File: src/rtl/core/pot_jog_position_ramp_defines.svh
// Assertion macros shared by the pot jog position ramp RTL.
// Depends on nothing; the asserting module provides clk and rst.
`ifndef POT_JOG_POSITION_RAMP_DEFINES_SVH
`define POT_JOG_POSITION_RAMP_DEFINES_SVH

`ifndef ASSERT_OFF
`define PJR_ASSERT_SAME(lbl, ante, cons, msg) \
  lbl: assert property (@(posedge clk) disable iff (rst) (ante) |-> (cons)) else $error(msg);
`define PJR_ASSERT_NEXT(lbl, ante, cons, msg) \
  lbl: assert property (@(posedge clk) disable iff (rst) (ante) |=> (cons)) else $error(msg);
`else
`define PJR_ASSERT_SAME(lbl, ante, cons, msg)
`define PJR_ASSERT_NEXT(lbl, ante, cons, msg)
`endif

`endif

File: src/rtl/core/pjr_pkg.sv
// Package for the pot jog position ramp: field widths, register map,
// reset values and fixed-point constants. Depends on nothing.
package pjr_pkg;

  localparam int READ_W   = 10;
  localparam int TIME_W   = 32;
  localparam int DELTA_W  = 11;
  localparam int DIR_W    = 2;
  localparam int DELAY_W  = 16;
  localparam int LIMIT_W  = 9;
  localparam int IVAL_W   = 24;

  localparam int CFG_IDX_W  = 8;
  localparam int CFG_DATA_W = 24;

  localparam int WINDOW_DEF = 5;

  localparam logic [LIMIT_W-1:0] END_LIMIT_RST   = 9'd396;
  localparam logic [LIMIT_W-1:0] JITTER_RST      = 9'd2;
  localparam logic [IVAL_W-1:0]  RAMP_IVAL_RST   = 24'd25000;
  localparam logic [DELAY_W-1:0] INIT_DELAY_RST  = 16'd16192;

  // floor(d * 20 / 21) == (d * DELAY_MUL_C) >> DELAY_MUL_K for every 16-bit d.
  localparam int DELAY_MUL_K = 22;
  localparam logic [DELAY_MUL_K-1:0] DELAY_MUL_C = 22'd3994576;

  typedef enum logic [CFG_IDX_W-1:0] {
    REG_END_LIMIT  = 8'd0,
    REG_JITTER     = 8'd1,
    REG_RAMP_IVAL  = 8'd2,
    REG_INIT_DELAY = 8'd3
  } cfg_reg_t;

endpackage

File: src/rtl/core/pjr_in_if.sv
// Input channel of the pot jog position ramp: one reading and its timestamp.
// Depends on pjr_pkg.
interface pjr_in_if;
  import pjr_pkg::*;

  logic                     valid;
  logic                     ready;
  logic signed [READ_W-1:0] reading;
  logic [TIME_W-1:0]        now_us;

  modport source(output valid, reading, now_us, input ready);
  modport sink(input valid, reading, now_us, output ready);
endinterface

File: src/rtl/core/pjr_out_if.sv
// Result channel of the pot jog position ramp.
// Depends on pjr_pkg.
interface pjr_out_if;
  import pjr_pkg::*;

  logic                      valid;
  logic                      ready;
  logic signed [DELTA_W-1:0] step_delta;
  logic signed [DIR_W-1:0]   direction;
  logic [DELAY_W-1:0]        delay_us;
  logic                      moving;
  logic signed [READ_W-1:0]  target;

  modport source(output valid, step_delta, direction, delay_us, moving, target, input ready);
  modport sink(input valid, step_delta, direction, delay_us, moving, target, output ready);
endinterface

File: src/rtl/core/pjr_cfg_if.sv
// Configuration write channel of the pot jog position ramp.
// Depends on pjr_pkg.
interface pjr_cfg_if;
  import pjr_pkg::*;

  logic                  valid;
  logic                  ready;
  logic [CFG_IDX_W-1:0]  index;
  logic [CFG_DATA_W-1:0] data;

  modport source(output valid, index, data, input ready);
  modport sink(input valid, index, data, output ready);
endinterface

File: src/rtl/core/pot_jog_position_ramp.sv
// A result passes through the stage B, C and D registers and the result register (read, sum, divide, decide).
// Throughput: one item per cycle while the result register is not stalled; the sample ring memory is read when an item
// is taken and written back when that item leaves stage B, with forwarding when both touch the same slot.
// Back-pressure on the result register stalls the whole pipeline in place.
// Reset (rst, synchronous): empties the pipeline, clears the ring valid bits, sum, target and
// moving state, and returns the registers to their default values. No clearing pass.
`include "pot_jog_position_ramp_defines.svh"

module pot_jog_position_ramp #(
  parameter int WINDOW = pjr_pkg::WINDOW_DEF
) (
  input  logic         clk,
  input  logic         rst,
  pjr_in_if.sink       in,
  pjr_out_if.source    out,
  pjr_cfg_if.sink      cfg
);
  import pjr_pkg::*;

  localparam int SLOT_W = (WINDOW > 1) ? $clog2(WINDOW) : 1;
  localparam int SUM_W  = READ_W + $clog2(WINDOW);
  localparam int DIV_K  = SUM_W + $clog2(WINDOW) + 1;
  localparam logic [DIV_K:0] RECIP = (DIV_K+1)'(((64'd1 << DIV_K) + WINDOW - 1) / WINDOW);
  localparam logic [SLOT_W-1:0] SLOT_LAST = SLOT_W'(WINDOW - 1);

  // Configuration registers.
  logic [LIMIT_W-1:0] end_limit;
  logic [LIMIT_W-1:0] jitter_threshold;
  logic [IVAL_W-1:0]  ramp_interval_us;
  logic [DELAY_W-1:0] initial_delay_us;

  // Sample ring memory and its valid bits.
  logic signed [READ_W-1:0] ring_mem [WINDOW];
  logic [WINDOW-1:0]        ring_valid;
  logic signed [READ_W-1:0] mem_q;
  logic                     rd_valid_q;
  logic                     fwd_q;
  logic signed [READ_W-1:0] fwd_data_q;
  logic [SLOT_W-1:0]        ring_slot;

  // Running state.
  logic signed [SUM_W-1:0]  running_sum;
  logic signed [READ_W-1:0] target_position;
  logic signed [READ_W-1:0] previous_position;
  logic                     move_active;
  logic [TIME_W-1:0]        ramp_start;
  logic [DELAY_W-1:0]       step_delay;

  // Pipeline stages.
  logic                     b_valid;
  logic signed [READ_W-1:0] b_reading;
  logic [TIME_W-1:0]        b_now;
  logic [SLOT_W-1:0]        b_slot;
  logic                     c_valid;
  logic signed [SUM_W-1:0]  c_sum;
  logic signed [READ_W-1:0] c_reading;
  logic [TIME_W-1:0]        c_now;
  logic                     d_valid;
  logic signed [READ_W-1:0] d_avg;
  logic signed [READ_W-1:0] d_reading;
  logic [TIME_W-1:0]        d_now;

  // Result register.
  logic                      res_valid;
  logic signed [DELTA_W-1:0] res_delta;
  logic signed [DIR_W-1:0]   res_dir;
  logic [DELAY_W-1:0]        res_delay;
  logic                      res_moving;
  logic signed [READ_W-1:0]  res_target;

  logic en;
  logic take;
  logic wr_en;

  assign en    = !res_valid || out.ready;
  assign take  = in.valid && en;
  assign wr_en = en && b_valid;

  assign in.ready  = en;
  assign cfg.ready = 1'b1;

  assign out.valid      = res_valid;
  assign out.step_delta = res_delta;
  assign out.direction  = res_dir;
  assign out.delay_us   = res_delay;
  assign out.moving     = res_moving;
  assign out.target     = res_target;

  // ---------------- configuration ----------------
  always_ff @(posedge clk) begin
    if (rst) begin
      end_limit        <= END_LIMIT_RST;
      jitter_threshold <= JITTER_RST;
      ramp_interval_us <= RAMP_IVAL_RST;
      initial_delay_us <= INIT_DELAY_RST;
    end else if (cfg.valid) begin
      case (cfg_reg_t'(cfg.index))
        REG_END_LIMIT:  end_limit        <= cfg.data[LIMIT_W-1:0];
        REG_JITTER:     jitter_threshold <= cfg.data[LIMIT_W-1:0];
        REG_RAMP_IVAL:  ramp_interval_us <= cfg.data[IVAL_W-1:0];
        REG_INIT_DELAY: initial_delay_us <= cfg.data[DELAY_W-1:0];
        default: ;
      endcase
    end
  end

  // ---------------- ring memory ----------------
  always_ff @(posedge clk) begin
    if (wr_en) begin
      ring_mem[b_slot] <= b_reading;
    end
    if (take) begin
      mem_q <= ring_mem[ring_slot];
    end
  end

  // A read that meets the write of the previous item at the same slot takes the new data.
  always_ff @(posedge clk) begin
    if (take) begin
      rd_valid_q <= ring_valid[ring_slot];
      fwd_q      <= wr_en && (b_slot == ring_slot);
      fwd_data_q <= b_reading;
    end
  end

  always_ff @(posedge clk) begin
    if (rst) begin
      ring_valid <= '0;
      ring_slot  <= '0;
    end else begin
      if (wr_en) begin
        ring_valid[b_slot] <= 1'b1;
      end
      if (take) begin
        ring_slot <= (ring_slot == SLOT_LAST) ? '0 : ring_slot + 1'b1;
      end
    end
  end

  // ---------------- stage B: running sum ----------------
  logic signed [READ_W-1:0] old_sample;
  logic signed [SUM_W-1:0]  sum_next;

  always_comb begin
    if (fwd_q) begin
      old_sample = fwd_data_q;
    end else if (rd_valid_q) begin
      old_sample = mem_q;
    end else begin
      old_sample = '0;
    end
    sum_next = running_sum - SUM_W'(old_sample) + SUM_W'(b_reading);
  end

  // ---------------- stage C: divide by the window ----------------
  logic                        c_neg;
  logic [SUM_W-1:0]            c_mag;
  logic [SUM_W+DIV_K:0]        c_prod;
  logic [READ_W:0]             c_quot;
  logic signed [READ_W:0]      c_avg;

  always_comb begin
    c_neg  = c_sum[SUM_W-1];
    c_mag  = c_neg ? SUM_W'(-c_sum) : SUM_W'(c_sum);
    c_prod = (SUM_W+DIV_K+1)'(c_mag) * (SUM_W+DIV_K+1)'(RECIP);
    c_quot = c_prod[DIV_K +: (READ_W+1)];
    c_avg  = c_neg ? -$signed(c_quot) : $signed(c_quot);
  end

  // ---------------- stage D: deadband, ramp and step ----------------
  logic signed [READ_W:0]    avg_diff;
  logic [READ_W:0]           avg_dist;
  logic signed [READ_W-1:0]  target_next;
  logic [READ_W-1:0]         read_mag;
  logic                      moving_now;
  logic                      entering;
  logic [TIME_W-1:0]         start_eff;
  logic [DELAY_W-1:0]        delay_eff;
  logic [TIME_W-1:0]         elapsed;
  logic                      speed_up;
  logic [DELAY_W+DELAY_MUL_K-1:0] delay_prod;
  logic [DELAY_W-1:0]        delay_dec;
  logic [DELAY_W-1:0]        delay_next;
  logic [TIME_W-1:0]         start_next;
  logic signed [DIR_W-1:0]   dir;
  logic signed [DELTA_W-1:0] delta;

  always_comb begin
    avg_diff    = (READ_W+1)'(d_avg) - (READ_W+1)'(target_position);
    avg_dist    = avg_diff[READ_W] ? (READ_W+1)'(-avg_diff) : (READ_W+1)'(avg_diff);
    target_next = (avg_dist > (READ_W+1)'(jitter_threshold)) ? d_avg : target_position;

    read_mag   = d_reading[READ_W-1] ? READ_W'(-d_reading) : READ_W'(d_reading);
    moving_now = read_mag > READ_W'(end_limit);
    entering   = moving_now && !move_active;
    start_eff  = entering ? d_now : ramp_start;
    delay_eff  = entering ? initial_delay_us : step_delay;
    elapsed    = d_now - start_eff;
    speed_up   = elapsed > TIME_W'(ramp_interval_us);

    delay_prod = (DELAY_W+DELAY_MUL_K)'(delay_eff) * (DELAY_W+DELAY_MUL_K)'(DELAY_MUL_C);
    delay_dec  = delay_prod[DELAY_MUL_K +: DELAY_W];
    if (!speed_up) begin
      delay_next = delay_eff;
    end else if (delay_dec == '0) begin
      delay_next = DELAY_W'(1);
    end else begin
      delay_next = delay_dec;
    end
    start_next = speed_up ? start_eff + TIME_W'(ramp_interval_us) : start_eff;

    if (!moving_now) begin
      dir = '0;
    end else if (target_next > 0) begin
      dir = DIR_W'(1);
    end else begin
      dir = -DIR_W'(1);
    end
    delta = DELTA_W'(target_next) + DELTA_W'(dir) - DELTA_W'(previous_position);
  end

  // ---------------- pipeline control ----------------
  always_ff @(posedge clk) begin
    if (rst) begin
      b_valid   <= 1'b0;
      c_valid   <= 1'b0;
      d_valid   <= 1'b0;
      res_valid <= 1'b0;
    end else if (en) begin
      b_valid   <= in.valid;
      c_valid   <= b_valid;
      d_valid   <= c_valid;
      res_valid <= d_valid;
    end
  end

  always_ff @(posedge clk) begin
    if (en) begin
      b_reading <= in.reading;
      b_now     <= in.now_us;
      b_slot    <= ring_slot;
      c_sum     <= sum_next;
      c_reading <= b_reading;
      c_now     <= b_now;
      d_avg     <= c_avg[READ_W-1:0];
      d_reading <= c_reading;
      d_now     <= c_now;
      if (d_valid) begin
        res_delta  <= delta;
        res_dir    <= dir;
        res_delay  <= moving_now ? delay_next : '0;
        res_moving <= moving_now;
        res_target <= target_next;
      end
    end
  end

  always_ff @(posedge clk) begin
    if (rst) begin
      running_sum       <= '0;
      target_position   <= '0;
      previous_position <= '0;
      move_active       <= 1'b0;
      ramp_start        <= '0;
      step_delay        <= INIT_DELAY_RST;
    end else if (en) begin
      if (b_valid) begin
        running_sum <= sum_next;
      end
      if (d_valid) begin
        target_position   <= target_next;
        previous_position <= target_next;
        move_active       <= moving_now;
        if (moving_now) begin
          ramp_start <= start_next;
          step_delay <= delay_next;
        end
      end
    end
  end

  // ---------------- assertions ----------------
  `PJR_ASSERT_SAME(a_idle_result, out.valid && !out.moving, out.delay_us == '0 && out.direction == '0, "idle result carries a delay or direction")
  `PJR_ASSERT_NEXT(a_move_flag, en && d_valid, move_active == out.moving, "moving state differs from the result just issued")
  `PJR_ASSERT_NEXT(a_delay_floor, en && d_valid && moving_now && speed_up, step_delay != '0, "speed-up left a zero step delay")
  `PJR_ASSERT_NEXT(a_sum_hold, !en, $stable(running_sum) && $stable(target_position), "state moved during a stall")

endmodule
File: src/flat_wrapper.sv
// flat-port wrapper written by rule: the top's interface ports become plain ports
module pot_jog_position_ramp_flat import pjr_pkg::*;
#(
  parameter int WINDOW = pjr_pkg::WINDOW_DEF
)
  (clk, rst, in_valid, in_reading, in_now_us, in_ready, out_valid, out_step_delta, out_direction, out_delay_us, out_moving, out_target, out_ready, cfg_valid, cfg_index, cfg_data, cfg_ready);
  pjr_in_if in_i ();
  pjr_out_if out_i ();
  pjr_cfg_if cfg_i ();
  input  logic clk;
  input  logic rst;
  input wire logic [$bits(in_i.valid)-1:0] in_valid;
  input wire logic [$bits(in_i.reading)-1:0] in_reading;
  input wire logic [$bits(in_i.now_us)-1:0] in_now_us;
  output wire logic [$bits(in_i.ready)-1:0] in_ready;
  output wire logic [$bits(out_i.valid)-1:0] out_valid;
  output wire logic [$bits(out_i.step_delta)-1:0] out_step_delta;
  output wire logic [$bits(out_i.direction)-1:0] out_direction;
  output wire logic [$bits(out_i.delay_us)-1:0] out_delay_us;
  output wire logic [$bits(out_i.moving)-1:0] out_moving;
  output wire logic [$bits(out_i.target)-1:0] out_target;
  input wire logic [$bits(out_i.ready)-1:0] out_ready;
  input wire logic [$bits(cfg_i.valid)-1:0] cfg_valid;
  input wire logic [$bits(cfg_i.index)-1:0] cfg_index;
  input wire logic [$bits(cfg_i.data)-1:0] cfg_data;
  output wire logic [$bits(cfg_i.ready)-1:0] cfg_ready;
  assign in_i.valid = in_valid;
  assign in_i.reading = in_reading;
  assign in_i.now_us = in_now_us;
  assign in_ready = in_i.ready;
  assign out_valid = out_i.valid;
  assign out_step_delta = out_i.step_delta;
  assign out_direction = out_i.direction;
  assign out_delay_us = out_i.delay_us;
  assign out_moving = out_i.moving;
  assign out_target = out_i.target;
  assign out_i.ready = out_ready;
  assign cfg_i.valid = cfg_valid;
  assign cfg_i.index = cfg_index;
  assign cfg_i.data = cfg_data;
  assign cfg_ready = cfg_i.ready;
  pot_jog_position_ramp #(.WINDOW(WINDOW)) u_core (.clk(clk), .rst(rst), .in(in_i), .out(out_i), .cfg(cfg_i));
endmodule
File: config.mk
export PLATFORM = sky130hd
export DESIGN_NAME = pot_jog_position_ramp_flat
export DESIGN_NICKNAME = d
export VERILOG_FILES = /design/src/rtl/core/pjr_pkg.sv /design/src/rtl/core/pjr_in_if.sv /design/src/rtl/core/pjr_out_if.sv /design/src/rtl/core/pjr_cfg_if.sv /design/src/rtl/core/pot_jog_position_ramp.sv /design/src/flat_wrapper.sv
export VERILOG_INCLUDE_DIRS = /design/src /design/src/rtl/core
export SDC_FILE = /design/constraint.sdc
export NUM_CORES = 1
export LEC_CHECK = 0
export ABC_AREA = 0
export BUFFER_PORTS_ARGS = -buffer_cell sky130_fd_sc_hd__buf_2
export CORE_MARGIN = 2
export CORE_UTILIZATION = 30
export DETAILED_ROUTE_END_ITERATION = 8
export GPL_ROUTABILITY_DRIVEN = 0
export GPL_TIMING_DRIVEN = 0
export PLACE_DENSITY = 0.5
export SLEW_MARGIN = 10
export SYNTH_ARGS = -nofsm -noshare
export SYNTH_HDL_FRONTEND = slang
export SYNTH_SLANG_ARGS = --single-unit
File: constraint.sdc
create_clock -name clk -period 12.7 [get_ports clk]
set_input_delay 0 -clock clk [delete_from_list [all_inputs] [get_ports clk]]
set_output_delay 0 -clock clk [all_outputs]
set_load 0.02 [all_outputs]
==> out/metrics.yaml <==
fin_skew_ns: 0.0286
start_util_pct: 30.3
numCtsBuffers: 50
worst_path_most_repeated_cell: "fa_1"
cpPeakStageDelay_ns: 0.69
track_usage_pct: 16.3
syn_inst: 3015
grt_overflow: 0
outcome: "complete, no violations"
die_h_um: 322
arrival_ns: 12.51
coreArea_um2: 100000
dieArea_um2: 103000
startpoint: "u_core.d_reading[1]"
endpoint_kind: "flip-flop"
fillCellCount: 10200
avgSynthCellArea_um2: 10.0
syn_to_final_growth_pct: 15.6
finalCritPeriodShare_pct: 95.7
drive_above_1_share_pct: 9.05
reg2reg_depth: 36
min_period_ns: 12.15
slowest_stage: "buf_1"
clock_latency_ns: 0.63
synth.yosys.seq_area_share_pct: 35.5
wl_per_cell_um: 18.2
ys_types: 87
rsz0062_at_grt: "no"
hp-start: "cfg_index[5]"
htree_levels: 2
drtPass1Iterations: 5
avgViaCountPerCell: 4.81
clk_pin_slew_ns: 0.06
grt_max_degree: 103
fp-row-count: 116
cp-start-kind: "flip-flop"
cts_sinks: 405
worstPathRequired_ns: 13.06
r2r-start: "u_core.d_reading[1]"
worstSetupPathType: "reg2reg"
synth_edf_count: 263
syn-cell-area_um2: 30300
hold_class: "in2reg"
report.final.hold_viol_count: 0
io_pins: 122
ys_async_sr_fraction_pct: 0
yosys_register_bits: 405
tightest_slew_ns: 1.15
maxSlewViolCount: 0
setup_viol: 0
dpl.hpwl_um: 66600
grt_pass1_wl_um: 129000
drt-initial-drc-count: 1223
antenna_found_initial: 7
final_cell_mix: "inv_1, ha_1, edfxtp_1"
die_w_um: 322
wl_um: 83700
drc: 0
port_buffers: 119
relSlewSlack_pct: 23.1
cts_tree: "done"
dominantRegCellSynth: "edfxtp_1"
max_freq_mhz: 82.3
cp_max_fo: 10
grt_pass1_vias: 22000
antenna_left: 0
drv_cap: 0
setup-tns-final_ns: 0
clockRootBuffer: "clkbuf_16"
holdPathStages: 5
layout_commonest_cell: "inv_1"
yosysWarningCount: 0
num-nets-final: 3868
via_count: 22100
synth_fp_nets: 3618
cts.path.max_buffers: 3
[cells in the mapped netlist (7+ instances only)]
| library cell | number | area (um^2) |
|---|---|---|
| a211o_1 | 18 | 158 |
| a211oi_1 | 41 | 308 |
| a21boi_0 | 8 | 60.1 |
| a21o_1 | 54 | 405 |
| a21oi_1 | 192 | 961 |
| a22o_1 | 9 | 78.8 |
| a31oi_1 | 18 | 113 |
| and2_1 | 10 | 62.6 |
| and3_1 | 24 | 150 |
| buf_1 | 7 | 26.3 |
| clkbuf_1 | 67 | 251 |
| dfxtp_1 | 142 | 2840 |
| edfxtp_1 | 263 | 7900 |
| fa_1 | 180 | 3600 |
| ha_1 | 344 | 4300 |
| inv_1 | 490 | 1840 |
| mux2_2 | 43 | 484 |
| mux2i_1 | 52 | 521 |
| mux4_2 | 11 | 248 |
| nand2_1 | 221 | 830 |
| nand2b_1 | 22 | 138 |
| nand3_1 | 42 | 210 |
| nand3b_1 | 29 | 218 |
| nand4_1 | 21 | 131 |
| nor2_1 | 209 | 785 |
| nor2b_1 | 16 | 100 |
| nor3_1 | 42 | 210 |
| nor4_1 | 15 | 93.8 |
| o211ai_1 | 17 | 128 |
| o21a_1 | 23 | 173 |
| o21ai_0 | 96 | 480 |
| o21bai_1 | 12 | 90.1 |
| o41ai_1 | 7 | 61.3 |
| or2_2 | 11 | 68.8 |
| or3_1 | 18 | 113 |
| xnor2_1 | 94 | 823 |
| xor2_1 | 32 | 280 |
[per-layer routing]
layer | vias to the layer above | share of wire (%) | track usage (%)
li1 | 10900 | - | -
met1 | 10600 | 47 | 22.4
met2 | 450 | 44 | 25.8
met3 | 128 | 5.4 | 3.32
met4 | 10 | 3.1 | 5.04
met5 | - | 0.079 | 0
[registers in the layout (all words and copies together) (netlist names), 11 cells and up]
name / cells
u_core.step_delay: 16
u_core.running_sum: 13
u_core.out.delay_us: 16
u_core.c_now: 32
u_core.out.step_delta: 11
u_core.c_sum: 13
u_core.ramp_start: 32
u_core.ring_mem: 50
u_core.b_now: 32
u_core.initial_delay_us: 16
u_core.d_now: 32
u_core.ramp_interval_us: 24
[cell type report]
cell class                 count  area, um^2  area share [%]
inverter                     490        1850            5.28
timing repair buffer         198        1400            3.99
clock buffer                  70        1450            4.14
sequential                   405       10700            30.7
antenna                        1        2.50         0.00715
multi-input combinational   2037       17400            49.7
buffer                        83         337           0.962
clock inverter                22         221           0.633
tap                         1298        1620            4.64
[through the flow]
step	setup slack (ns)	hold WS, ns	utilization (%)	cell area, um^2	std cells
3_3_place_gp	0.504	0.176	32.5	32500	4432
3_5_place_dp	0.519	0.178	32.6	32600	4436
4_1_cts	0.497	0.0240	35.0	35000	4603
5_1_grt	0.0560	0.0462	35.0	35000	4603
2_1_floorplan	3.05	0.0989	-	30300	3015
6_report	0.550	0.0577	35.0	35000	4604
[final timing paths]
kind,slack (ns),end
max,0.55,u_core.out.delay_us[0]
min,0.06,u_core.initial_delay_us[3]
max reg2reg,0.55,u_core.out.delay_us[0]
min reg2reg,0.40,u_core.c_now[16]
[critical path, delay by kind of cell, from the launching register on]
kind / cells / cell delay (ns)
buf+inv: 8 / 2.05
fa+ha+maj: 9 / 3.95
xor+xnor: 2 / 0.22
compound gates: 6 / 1.69
mux: 1 / 0.59
simple gates: 10 / 2.98
flops: 1 / 0.42
[cell families after synthesis]
group | count (synthesis) | share of synthesized area, %
xor gates and xnor gates | 126 | 3.65
adders and majority gates | 524 | 26.1
DFF | 405 | 35.5
AOI/OAI and AO/OA | 566 | 12.1
other | 1 | 0.0124
muxes | 108 | 4.23
and+or+nand+nor | 712 | 11.3
buffers and inverters | 573 | 7.17
[what timing repair did]
| action | 4_1_cts | 5_1_grt |
|---|---|---|
| setup endpoints to repair | 0 | 1 |
| setup buffers | 0 | 0 |
| hold endpoints to repair | 108 | 0 |
| gates resized for setup | 0 | 4 |
| hold buffers | 75 | 0 |
Power is left out: the tool's default activity adds up to more than one toggle a clock period on the data nets, which glitch-free logic cannot reach.
